[config.mk]
export PLATFORM = sky130hd
export DESIGN_NAME = time_binned_average_history
export DESIGN_NICKNAME = d
export VERILOG_FILES = /design/src/tbah_pkg.sv /design/src/tbah_div.sv /design/src/tbah_hist.sv /design/src/time_binned_average_history.sv
export SDC_FILE = /design/constraint.sdc
export NUM_CORES = 2
export LEC_CHECK = 0
export BUFFER_PORTS_ARGS = -buffer_cell sky130_fd_sc_hd__buf_2
export CORE_MARGIN = 5
export CORE_UTILIZATION = 50
export CTS_BUF_LIST = sky130_fd_sc_hd__clkbuf_8
export CTS_CLUSTER_DIAMETER = 120
export DETAILED_ROUTE_END_ITERATION = 10
export HOLD_SLACK_MARGIN = 0.1
export PLACE_DENSITY = 0.66
export SLEW_MARGIN = 20
export SYNTH_ARGS = -nofsm -noshare
export SYNTH_HDL_FRONTEND = slang
export SYNTH_SLANG_ARGS = --single-unit
[constraint.sdc]
create_clock -name i_clk -period 6.2 [get_ports i_clk]
set_input_delay 1.24 -clock i_clk [delete_from_list [all_inputs] [get_ports i_clk]]
set_output_delay 1.24 -clock i_clk [all_outputs]
set_load 0.02 [all_outputs]
[src/tbah_pkg.sv]
// Shared constants and types for the time-binned average history block.
`timescale 1ns / 1ps

package tbah_pkg;

    // Field widths
    localparam int TIME_W    = 32;
    localparam int VALUE_W   = 16;
    localparam int SLOT_W    = 5;
    localparam int BINSEC_W  = 8;
    localparam int SUM_W     = 32;
    localparam int COUNT_W   = 16;

    // Shared serial divider: 32-bit dividend, 16-bit divisor, one bit a step
    localparam int DIVIDEND_W = 32;
    localparam int DIVISOR_W  = 16;
    localparam int DIV_STEPS  = DIVIDEND_W;
    localparam int DIV_CNT_W  = $clog2(DIV_STEPS);

    // Default history depth
    localparam int HISTORY_POINTS_DEF = 32;

    // Reset values
    localparam logic [BINSEC_W-1:0] BIN_SECONDS_RESET = 8'd30;

    typedef logic signed [VALUE_W-1:0] t_value;

    localparam t_value RESET_MARKER = 16'sh8000;

    // Command actions
    typedef logic t_action;
    localparam t_action ACT_SAMPLE = 1'b0;
    localparam t_action ACT_READ   = 1'b1;

    // Configuration register indexes
    typedef logic [0:0] t_cfg_index;
    localparam t_cfg_index CFG_BIN_SECONDS  = 1'b0;
    localparam t_cfg_index CFG_UNDEF_MARKER = 1'b1;

endpackage

[src/tbah_div.sv]
// Shared restoring divider: one quotient bit per clock cycle.
`timescale 1ns / 1ps

module tbah_div
    import tbah_pkg::*;
(
    input  logic                  i_clk,
    input  logic                  i_rst_n,
    input  logic                  i_start,
    input  logic [DIVIDEND_W-1:0] i_dividend,
    input  logic [DIVISOR_W-1:0]  i_divisor,
    output logic [DIVIDEND_W-1:0] o_quotient,
    output logic                  o_done
);

    logic                  r_run;
    logic                  r_done;
    logic [DIV_CNT_W-1:0]  r_cnt;
    logic [DIVISOR_W-1:0]  r_rem;
    logic [DIVISOR_W-1:0]  r_dvs;
    logic [DIVIDEND_W-1:0] r_quo;

    logic [DIVISOR_W:0]    w_trial;
    logic                  w_fit;
    logic [DIVISOR_W:0]    w_diff;

    // Trial subtraction for the current bit
    assign w_trial = {r_rem, r_quo[DIVIDEND_W-1]};
    assign w_fit   = w_trial >= {1'b0, r_dvs};
    assign w_diff  = w_trial - {1'b0, r_dvs};

    // Step control
    always_ff @(posedge i_clk) begin
        if (!i_rst_n) begin
            r_run  <= 1'b0;
            r_done <= 1'b0;
            r_cnt  <= '0;
        end else begin
            r_done <= 1'b0;
            if (i_start) begin
                r_run <= 1'b1;
                r_cnt <= '0;
            end else if (r_run) begin
                r_cnt <= r_cnt + 1'b1;
                if (r_cnt == DIV_CNT_W'(DIV_STEPS - 1)) begin
                    r_run  <= 1'b0;
                    r_done <= 1'b1;
                end
            end
        end
    end

    // Datapath: remainder and quotient shift together
    always_ff @(posedge i_clk) begin
        if (i_start) begin
            r_rem <= '0;
            r_quo <= i_dividend;
            r_dvs <= i_divisor;
        end else if (r_run) begin
            r_rem <= w_fit ? w_diff[DIVISOR_W-1:0] : w_trial[DIVISOR_W-1:0];
            r_quo <= {r_quo[DIVIDEND_W-2:0], w_fit};
        end
    end

    assign o_quotient = r_quo;
    assign o_done     = r_done;

endmodule

[src/tbah_hist.sv]
// History store: one write and one registered read per cycle, valid bit per entry.
`timescale 1ns / 1ps

module tbah_hist
    import tbah_pkg::*;
#(
    parameter int HISTORY_POINTS = HISTORY_POINTS_DEF,
    localparam int IW = $clog2(HISTORY_POINTS)
) (
    input  logic          i_clk,
    input  logic          i_rst_n,
    input  logic [IW-1:0] i_rd_addr,
    input  logic          i_wr_en,
    input  logic [IW-1:0] i_wr_addr,
    input  t_value        i_wr_data,
    output t_value        o_rd_data
);

    t_value                    r_mem [HISTORY_POINTS];
    logic [HISTORY_POINTS-1:0] r_valid;
    t_value                    r_q;
    logic                      r_qv;

    // Storage array and registered read
    always_ff @(posedge i_clk) begin
        if (i_wr_en) begin
            r_mem[i_wr_addr] <= i_wr_data;
        end
        r_q <= r_mem[i_rd_addr];
    end

    // Entry valid bits; an entry never written reads as the reset marker
    always_ff @(posedge i_clk) begin
        if (!i_rst_n) begin
            r_valid <= '0;
            r_qv    <= 1'b0;
        end else begin
            if (i_wr_en) begin
                r_valid[i_wr_addr] <= 1'b1;
            end
            r_qv <= r_valid[i_rd_addr];
        end
    end

    assign o_rd_data = r_qv ? r_q : RESET_MARKER;

endmodule

[src/time_binned_average_history.sv]
// Top level: command interface, configuration registers and the item sequencer.
`timescale 1ns / 1ps

// A command is taken when start is high and busy is low; each command gives
// exactly one result, shown for one cycle with o_result_strobe, and the
// receiver cannot stall it. A sample runs two 32-step divisions on one
// shared serial divider (bin number, then average) and, when the history
// slides, copies one entry per cycle through the history store's read and
// write ports. No clearing pass is needed after reset. The configuration
// port is always ready; the user must write it only while the block is
// idle, and the block itself does not enforce this.
module time_binned_average_history
    import tbah_pkg::*;
#(
    parameter int HISTORY_POINTS = HISTORY_POINTS_DEF
) (
    input  logic                i_clk,
    input  logic                i_rst_n,
    // Command channel
    input  logic                start,
    output logic                busy,
    input  logic                i_action,
    input  logic [TIME_W-1:0]   i_time_sec,
    input  t_value              i_sample_value,
    input  logic [SLOT_W-1:0]   i_read_slot,
    // Result channel
    output logic                o_result_strobe,
    output logic [SLOT_W-1:0]   o_slot,
    output t_value              o_point_value,
    output logic                o_point_valid,
    output logic [SLOT_W-1:0]   o_shifted_by,
    // Configuration channel
    input  logic                i_cfg_valid,
    output logic                o_cfg_ready,
    input  t_cfg_index          i_cfg_index,
    input  logic [VALUE_W-1:0]  i_cfg_data
);

    localparam int IW = $clog2(HISTORY_POINTS);
    localparam logic [IW:0]   HP_EXT   = (IW+1)'(HISTORY_POINTS);
    localparam logic [IW-1:0] LAST_IDX = IW'(HISTORY_POINTS - 1);
    localparam logic [IW-1:0] COPY_END = IW'(HISTORY_POINTS - 2);

    // Sequencer states
    localparam logic [2:0] S_IDLE    = 3'd0;
    localparam logic [2:0] S_RDOUT   = 3'd1;
    localparam logic [2:0] S_DIV_BIN = 3'd2;
    localparam logic [2:0] S_BIN     = 3'd3;
    localparam logic [2:0] S_SHIFT   = 3'd4;
    localparam logic [2:0] S_ACC     = 3'd5;
    localparam logic [2:0] S_MAG     = 3'd6;
    localparam logic [2:0] S_DIV_AVG = 3'd7;

    logic [2:0]             r_state;

    // Configuration
    logic [BINSEC_W-1:0]    r_bin_seconds;
    t_value                 r_marker;

    // Running state
    logic                   r_started;
    logic [TIME_W-1:0]      r_origin;
    logic [TIME_W-1:0]      r_prev_bin;
    logic signed [SUM_W-1:0] r_sum;
    logic [COUNT_W-1:0]     r_count;

    // Per-item working registers
    t_value                 r_value;
    logic [TIME_W-1:0]      r_bin;
    logic [IW-1:0]          r_shift;
    logic [IW-1:0]          r_slot;
    logic [IW-1:0]          r_idx;
    logic                   r_neg;
    logic [SLOT_W-1:0]      r_rd_slot;
    logic                   r_rd_oor;

    // Pending copy write during a slide
    logic                   r_cp_vld;
    logic                   r_cp_fill;
    logic [IW-1:0]          r_cp_dst;

    // Result registers
    logic                   r_out_stb;
    logic [SLOT_W-1:0]      r_out_slot;
    t_value                 r_out_value;
    logic                   r_out_valid;
    logic [SLOT_W-1:0]      r_out_shift;

    // Combinational
    logic                   w_accept;
    logic [BINSEC_W-1:0]    w_dur;
    logic [TIME_W-1:0]      w_elapsed;
    logic                   w_adv;
    logic                   w_wide;
    logic [TIME_W-1:0]      w_diff;
    logic [IW-1:0]          w_shift;
    logic [IW:0]            w_src;
    logic                   w_src_in;
    logic [SUM_W-1:0]       w_mag;
    logic [VALUE_W-1:0]     w_q16;
    t_value                 w_avg;
    t_value                 w_rd_value;
    logic                   w_div_start;
    logic [DIVIDEND_W-1:0]  w_div_a;
    logic [DIVISOR_W-1:0]   w_div_b;
    logic [DIVIDEND_W-1:0]  w_div_q;
    logic                   w_div_done;
    logic [IW-1:0]          w_rd_addr;
    logic                   w_wr_en;
    logic [IW-1:0]          w_wr_addr;
    t_value                 w_wr_data;
    logic                   w_avg_done;

    assign busy        = r_state != S_IDLE;
    assign w_accept    = start && !busy;
    assign o_cfg_ready = 1'b1;

    // Bin duration of zero acts as one second
    assign w_dur     = (r_bin_seconds == '0) ? BINSEC_W'(1) : r_bin_seconds;
    assign w_elapsed = i_time_sec - (r_started ? r_origin : i_time_sec);

    // Bin advance and slide amount
    assign w_adv   = r_bin > r_prev_bin;
    assign w_wide  = r_bin >= TIME_W'(HISTORY_POINTS);
    assign w_diff  = r_bin - r_prev_bin;
    assign w_shift = (w_diff > TIME_W'(HISTORY_POINTS - 1)) ? LAST_IDX : w_diff[IW-1:0];

    // Slide source index
    assign w_src    = {1'b0, r_idx} + {1'b0, r_shift};
    assign w_src_in = w_src < HP_EXT;

    // Magnitude of the running sum and signed average
    assign w_mag      = r_sum[SUM_W-1] ? (SUM_W'(0) - r_sum) : r_sum;
    assign w_q16      = w_div_q[VALUE_W-1:0];
    assign w_avg      = r_neg ? t_value'(VALUE_W'(0) - w_q16) : t_value'(w_q16);
    assign w_avg_done = (r_state == S_DIV_AVG) && w_div_done;

    // Shared divider operands
    assign w_div_start = (w_accept && (i_action == ACT_SAMPLE)) || (r_state == S_MAG);
    assign w_div_a     = (r_state == S_IDLE) ? w_elapsed : w_mag;
    assign w_div_b     = (r_state == S_IDLE) ? DIVISOR_W'(w_dur) : r_count;

    // History store port selection
    assign w_rd_addr = (r_state == S_SHIFT) ? w_src[IW-1:0] : IW'(i_read_slot);
    assign w_wr_en   = r_cp_vld || w_avg_done;
    assign w_wr_addr = r_cp_vld ? r_cp_dst : r_slot;
    assign w_wr_data = r_cp_vld ? (r_cp_fill ? r_marker : w_rd_value) : w_avg;

    tbah_div u_div (
        .i_clk      (i_clk),
        .i_rst_n    (i_rst_n),
        .i_start    (w_div_start),
        .i_dividend (w_div_a),
        .i_divisor  (w_div_b),
        .o_quotient (w_div_q),
        .o_done     (w_div_done)
    );

    tbah_hist #(
        .HISTORY_POINTS (HISTORY_POINTS)
    ) u_hist (
        .i_clk     (i_clk),
        .i_rst_n   (i_rst_n),
        .i_rd_addr (w_rd_addr),
        .i_wr_en   (w_wr_en),
        .i_wr_addr (w_wr_addr),
        .i_wr_data (w_wr_data),
        .o_rd_data (w_rd_value)
    );

    // Configuration registers
    always_ff @(posedge i_clk) begin
        if (!i_rst_n) begin
            r_bin_seconds <= BIN_SECONDS_RESET;
            r_marker      <= RESET_MARKER;
        end else if (i_cfg_valid && o_cfg_ready) begin
            case (i_cfg_index)
                CFG_BIN_SECONDS:  r_bin_seconds <= i_cfg_data[BINSEC_W-1:0];
                CFG_UNDEF_MARKER: r_marker      <= t_value'(i_cfg_data);
                default:          r_marker      <= r_marker;
            endcase
        end
    end

    // Sequencer and running state
    always_ff @(posedge i_clk) begin
        if (!i_rst_n) begin
            r_state    <= S_IDLE;
            r_started  <= 1'b0;
            r_origin   <= '0;
            r_prev_bin <= '0;
            r_sum      <= '0;
            r_count    <= '0;
            r_cp_vld   <= 1'b0;
            r_out_stb  <= 1'b0;
        end else begin
            r_out_stb <= 1'b0;
            r_cp_vld  <= 1'b0;
            case (r_state)
                S_IDLE: begin
                    if (w_accept) begin
                        if (i_action == ACT_READ) begin
                            r_state <= S_RDOUT;
                        end else begin
                            r_state <= S_DIV_BIN;
                            if (!r_started) begin
                                r_origin  <= i_time_sec;
                                r_started <= 1'b1;
                            end
                        end
                    end
                end
                S_RDOUT: begin
                    r_out_stb <= 1'b1;
                    r_state   <= S_IDLE;
                end
                S_DIV_BIN: begin
                    if (w_div_done) begin
                        r_state <= S_BIN;
                    end
                end
                S_BIN: begin
                    r_prev_bin <= r_bin;
                    if (w_adv) begin
                        r_sum   <= '0;
                        r_count <= '0;
                    end
                    r_state <= (w_adv && w_wide) ? S_SHIFT : S_ACC;
                end
                S_SHIFT: begin
                    // Copy an entry down, or fill a vacated slot
                    r_cp_vld <= 1'b1;
                    if (r_idx == COPY_END) begin
                        r_state <= S_ACC;
                    end
                end
                S_ACC: begin
                    if (r_count != '1) begin
                        r_sum   <= r_sum + SUM_W'(r_value);
                        r_count <= r_count + 1'b1;
                    end
                    r_state <= S_MAG;
                end
                S_MAG: begin
                    r_state <= S_DIV_AVG;
                end
                S_DIV_AVG: begin
                    if (w_div_done) begin
                        r_out_stb <= 1'b1;
                        r_state   <= S_IDLE;
                    end
                end
                default: r_state <= S_IDLE;
            endcase
        end
    end

    // Per-item payload registers
    always_ff @(posedge i_clk) begin
        if (w_accept) begin
            r_value   <= i_sample_value;
            r_rd_slot <= i_read_slot;
            r_rd_oor  <= 32'(i_read_slot) >= 32'(HISTORY_POINTS);
        end
        if (r_state == S_DIV_BIN && w_div_done) begin
            r_bin <= w_div_q;
        end
        if (r_state == S_BIN) begin
            r_shift <= (w_adv && w_wide) ? w_shift : '0;
            r_slot  <= w_wide ? LAST_IDX : r_bin[IW-1:0];
            r_idx   <= '0;
        end
        if (r_state == S_SHIFT) begin
            r_idx     <= r_idx + 1'b1;
            r_cp_dst  <= r_idx;
            r_cp_fill <= !w_src_in;
        end
        if (r_state == S_MAG) begin
            r_neg <= r_sum[SUM_W-1];
        end
        // Result payload
        if (r_state == S_RDOUT) begin
            r_out_slot  <= r_rd_slot;
            r_out_value <= r_rd_oor ? r_marker : w_rd_value;
            r_out_valid <= !r_rd_oor && (w_rd_value != r_marker);
            r_out_shift <= '0;
        end else if (w_avg_done) begin
            r_out_slot  <= SLOT_W'(r_slot);
            r_out_value <= w_avg;
            r_out_valid <= w_avg != r_marker;
            r_out_shift <= SLOT_W'(r_shift);
        end
    end

    assign o_result_strobe = r_out_stb;
    assign o_slot          = r_out_slot;
    assign o_point_value   = r_out_value;
    assign o_point_valid   = r_out_valid;
    assign o_shifted_by    = r_out_shift;

`ifndef SYNTHESIS
    // A result only follows a cycle of work
    a_result_after_busy: assert property (@(posedge i_clk) disable iff (!i_rst_n)
        o_result_strobe |-> $past(busy))
        else $error("result strobe without preceding work");

    // A slide always writes the newest slot
    a_slide_slot: assert property (@(posedge i_clk) disable iff (!i_rst_n)
        (o_result_strobe && o_shifted_by != '0) |-> (o_slot == SLOT_W'(HISTORY_POINTS - 1)))
        else $error("slide reported with a slot other than the last");

    // The divider finishes only while the sequencer waits for it
    a_div_done_state: assert property (@(posedge i_clk) disable iff (!i_rst_n)
        w_div_done |-> (r_state == S_DIV_BIN || r_state == S_DIV_AVG))
        else $error("divider finished outside a divide state");

    // A taken command makes the block busy
    a_accept_busy: assert property (@(posedge i_clk) disable iff (!i_rst_n)
        (start && !busy) |=> busy)
        else $error("command taken but block not busy");
`endif

endmodule

==> qor.tcl <==
set qor(finalNonFillerCells) 4728
set qor(finalHoldViolations) 0
set qor(power_leakage_nw) 16.6
set qor(synthToLayoutAreaGrowth_pct) 12.1
set qor(cts-root-to-sink-buffers) 3
set qor(cts_root_buffer) {sky130_fd_sc_hd__clkbuf_8}
set qor(dpl.cell_count) 4456
set qor(cp_data_required_time_ns) 6.90
set qor(intPower_mw) 10.9
set qor(inserted_clock_buffers) 145
set qor(critical_path_arrival_ns) 5.00
set qor(synth_largest_area_cell) {sky130_fd_sc_hd__edfxtp_1}
set qor(synthFlopType) {sky130_fd_sc_hd__edfxtp_1}
set qor(cts_tree) {built}
set qor(synth_seq_cells) 876
set qor(globalRouteTotalUtil_pct) 22.6
set qor(drv_slew) 0
set qor(final_cell_utilization_of_the_core_pct) 56.6
set qor(max_cap_viol_count) 0
set qor(ff_latch_area_um2) 24100
set qor(floorplan.die_area_um2) 88900
set qor(postLayoutSetupSlackWorst_ns) 1.91
set qor(finalWeightedCongestion) 0.888
set qor(worst_hold_path.num_cells) 0
set qor(total_switching_power_mw) 4.64
set qor(die_height_um) 298
set qor(post-dp-hpwl_um) 68500
set qor(async_flop_share_pct) 0
set qor(grt_start_max_net_pins) 95
set qor(synth.area.top_cells) {sky130_fd_sc_hd__edfxtp_1 48%, sky130_fd_sc_hd__dfxtp_1 11%, sky130_fd_sc_hd__mux4_2 7.4%, sky130_fd_sc_hd__ha_1 3.7%, sky130_fd_sc_hd__a21oi_1 3.4%}
set qor(post_synth.cell_area_avg_um2) 12.3
set qor(startpoint) {r_bin[0]}
set qor(clock.fmax_mhz) 233
set qor(cts-hold-fix-buffers) 0
set qor(power_frac_clock_pct) 33.1
set qor(post_synth_inst_count) 3369
set qor(grt_pass1_vias) 26674
set qor(drt-vias-per-instance) 5.88
set qor(resized_cells_post_cts) 0
set qor(grt_overflow) 0
set qor(yosys.area.top_type_share_pct) 47.5
set qor(area_of_the_core_region_um2) 82200
set qor(clock_skew_ns) 0.0388
set qor(finalCritPeriodShare_pct) 69.2
set qor(drc) 0
set qor(timing.final.crit_period_ns) 4.29
set qor(run_status) {complete, no violations}
set qor(start_kind) {flip-flop}
set qor(via_count) 27807
set qor(synth_edf_count) 657
set qor(fillCellCount) 6777
set qor(post_synth_instance_area_um2) 41500
set qor(clk-insertion-delay-late_ns) 0.81
set qor(wl_per_cell_um) 21.5
set qor(maxSlewHeadroom_pct) 31.2
set qor(place_worst_setup_slack_ns) 1.81
set qor(power.sequential.fraction_pct) 46.7
set qor(timing.critical_path.fanout_max) 41
set qor(power.density_nw_per_um2) 333
set qor(initial_antenna_violation_count) 4
set qor(clock_transition_at_the_registers_of_the_reported_paths_ns) 0.06
set qor(fraction_of_power_consumed_by_combinational_cells_pct) 20.2
set qor(number_of_detailed_route_iterations_in_the_first_pass) 5
set qor(post_route_cells_drive_above_1_share_pct) 17.9
set qor(placement.io_buffers) 103
set qor(irDropWorstVdd_mv) 0.181
set qor(floorplan.rows) 105
set qor(criticalPathCategory) {flip-flop to flip-flop}
set qor(worst_r2r_startpoint) {r_bin[0]}
set qor(start_util_pct) 50.5
set qor(floorplan.die.width_um) 298
set qor(sink_count) 876
set qor(detailedRoute.firstIterationViolations) 2481
set qor(cts_setup_buffers) 0
set qor(nNetsFinal) 3736
set qor(setup_violation_total_in_the_final_timing_report) 0
set qor(mappedNetlistNets) 3571
set qor(ys_seq_area_share_pct) 58.1
set qor(i_o_pin_total) 105
set qor(totalWireLength_um) 102000
set qor(net_sw_share_pct) 29.9
set qor(fin_setup_tns_ns) 0
set qor(crit_path_end_kind) {flip-flop}
set qor(worst-slew-pin-transition_ns) 1.01
set qor(holdCritPathClass) {flip-flop to flip-flop}
set qor(min-delay-start) {u_div.o_quotient[17]}
set qor(design_power_total_mw) 15.5
set qor(antenna_left) 0
set qor(rsz0062_at_grt) {no}
set qor(clock_tree.htree_level_count) 4
set qor(rr_worst_depth) 13
set qor(multi_input_area_um2) 16500
set qor(synth.yosys.warnings) 0
set qor(synth_cell_types) 94
set qor(grt_pass1_wl_um) 157000
[metal layers]
| metal | global-route usage, % | part of all wire, % | up-vias | wire length [um] |
|---|---|---|---|---|
| li1 | - | - | 13037 | - |
| met1 | 33.9 | 46 | 13645 | 46800 |
| met2 | 33.1 | 43 | 970 | 44000 |
| met3 | 5.29 | 8.3 | 155 | 8400 |
| met4 | 6.77 | 2.4 | 0 | 2480 |
| met5 | 0 | 0 | - | 0 |
[worst max-delay path, stage by stage (launching register included)]
cell	delay, ns
sky130_fd_sc_hd__edfxtp_1	0.34
sky130_fd_sc_hd__inv_1	0.06
sky130_fd_sc_hd__ha_1	0.20
sky130_fd_sc_hd__fa_1	0.41
sky130_fd_sc_hd__nand2b_1	0.25
sky130_fd_sc_hd__a211oi_1	0.44
sky130_fd_sc_hd__o31ai_1	0.16
sky130_fd_sc_hd__a31oi_1	0.32
sky130_fd_sc_hd__o21ai_2	0.17
sky130_fd_sc_hd__a211oi_2	0.86
sky130_fd_sc_hd__nor2_2	0.02
sky130_fd_sc_hd__buf_4	0.28
sky130_fd_sc_hd__or4_1	0.53
sky130_fd_sc_hd__a21oi_1	0.15
[synthesized netlist by cell type (9+ instances only)]
library cell                number
sky130_fd_sc_hd__a211o_1        10
sky130_fd_sc_hd__a211oi_1       45
sky130_fd_sc_hd__a21o_1         45
sky130_fd_sc_hd__a21oi_1       284
sky130_fd_sc_hd__a31oi_1        18
sky130_fd_sc_hd__and2_1         15
sky130_fd_sc_hd__and3_1         18
sky130_fd_sc_hd__buf_1          17
sky130_fd_sc_hd__buf_2          31
sky130_fd_sc_hd__clkbuf_1      108
sky130_fd_sc_hd__dfxtp_1       219
sky130_fd_sc_hd__edfxtp_1      657
sky130_fd_sc_hd__ha_1          122
sky130_fd_sc_hd__inv_1          93
sky130_fd_sc_hd__mux2_2         39
sky130_fd_sc_hd__mux2i_1        97
sky130_fd_sc_hd__mux4_2        136
sky130_fd_sc_hd__nand2_1       362
sky130_fd_sc_hd__nand2b_1       30
sky130_fd_sc_hd__nand3_1        71
sky130_fd_sc_hd__nand4_1        26
sky130_fd_sc_hd__nor2_1        271
sky130_fd_sc_hd__nor2b_1        21
sky130_fd_sc_hd__nor3_1         39
sky130_fd_sc_hd__nor4_1         18
sky130_fd_sc_hd__o2111ai_1       9
sky130_fd_sc_hd__o211ai_1       37
sky130_fd_sc_hd__o21a_1         21
sky130_fd_sc_hd__o21ai_0       141
sky130_fd_sc_hd__o21bai_1       13
sky130_fd_sc_hd__o31ai_1        20
sky130_fd_sc_hd__or3_1          24
sky130_fd_sc_hd__or4_1           9
sky130_fd_sc_hd__xnor2_1        76
sky130_fd_sc_hd__xor2_1         73
[path summary, 6_finish.rpt]
kind / to / slack, ns
worst min register to register: r_bin[17] / 0.44
worst max register to register: r_sum[21] / 1.91
worst max-delay path: r_sum[21] / 1.91
worst min-delay path: r_bin[17] / 0.44
[through the flow]
stage	area, um2	hold slack, ns
3_5_place_dp	43500	0.438
6_report	46500	0.437
4_1_cts	46500	0.442
3_3_place_gp	43500	0.435
5_1_grt	46500	0.458
2_1_floorplan	41500	0.406
[final cells by class]
class / count / share of cell area [%]
Sequential cell: 876 / 51.8
Multi-Input combinational cell: 2227 / 35.5
Clock buffer: 159 / 4.70
Tap cell: 1070 / 2.88
Timing Repair Buffer: 188 / 2.66
Clock inverter: 109 / 1.67
Inverter: 96 / 0.785
Antenna cell: 3 / 0.0161
[sequential cells by signal, indices dropped and copies added (netlist names), 32 cells and up]
name / cells
u_hist.r_mem: 512
r_bin: 32
r_origin: 32
r_sum: 32
u_div.o_quotient: 32
r_prev_bin: 32
u_hist.r_valid: 32
[layout by cell type, fill, tap and decap left out, drive strengths merged, types with 136 or more instances in the layout]
master	n
buf	188
a21oi	287
o21ai	149
inv	152
edfxtp	657
dfxtp	219
nor2	271
clkbuf	159
nand2	362
mux4	136
[logic make-up (layout without fill, tap and decap cells)]
family | after synthesis | in the layout | share of synthesized area (%)
multiplexers | 273 | 273 | 10.8
flip-flops | 876 | 876 | 58.1
buffers and inverters | 266 | 552 | 2.70
AO/OA/AOI/OAI | 740 | 740 | 11.1
AND/OR/NAND/NOR | 937 | 937 | 10.2
adder cells (fa/ha/maj) | 127 | 127 | 3.92
XOR/XNOR | 149 | 149 | 3.14
other | 1 | 4 | 0.00904
[power by group through the flow]
stage                     sequential [mW]  clock [mW]  combinational, mW
after global placement               7.35           0               3.07
after global routing                 7.26        5.53               3.45
after CTS                            7.23        5.24               3.12
final                                7.24        5.13               3.14
after detailed placement             7.35           0               3.11
after floorplan                      7.30           0               2.15
(Power assumes the default switching activity.)
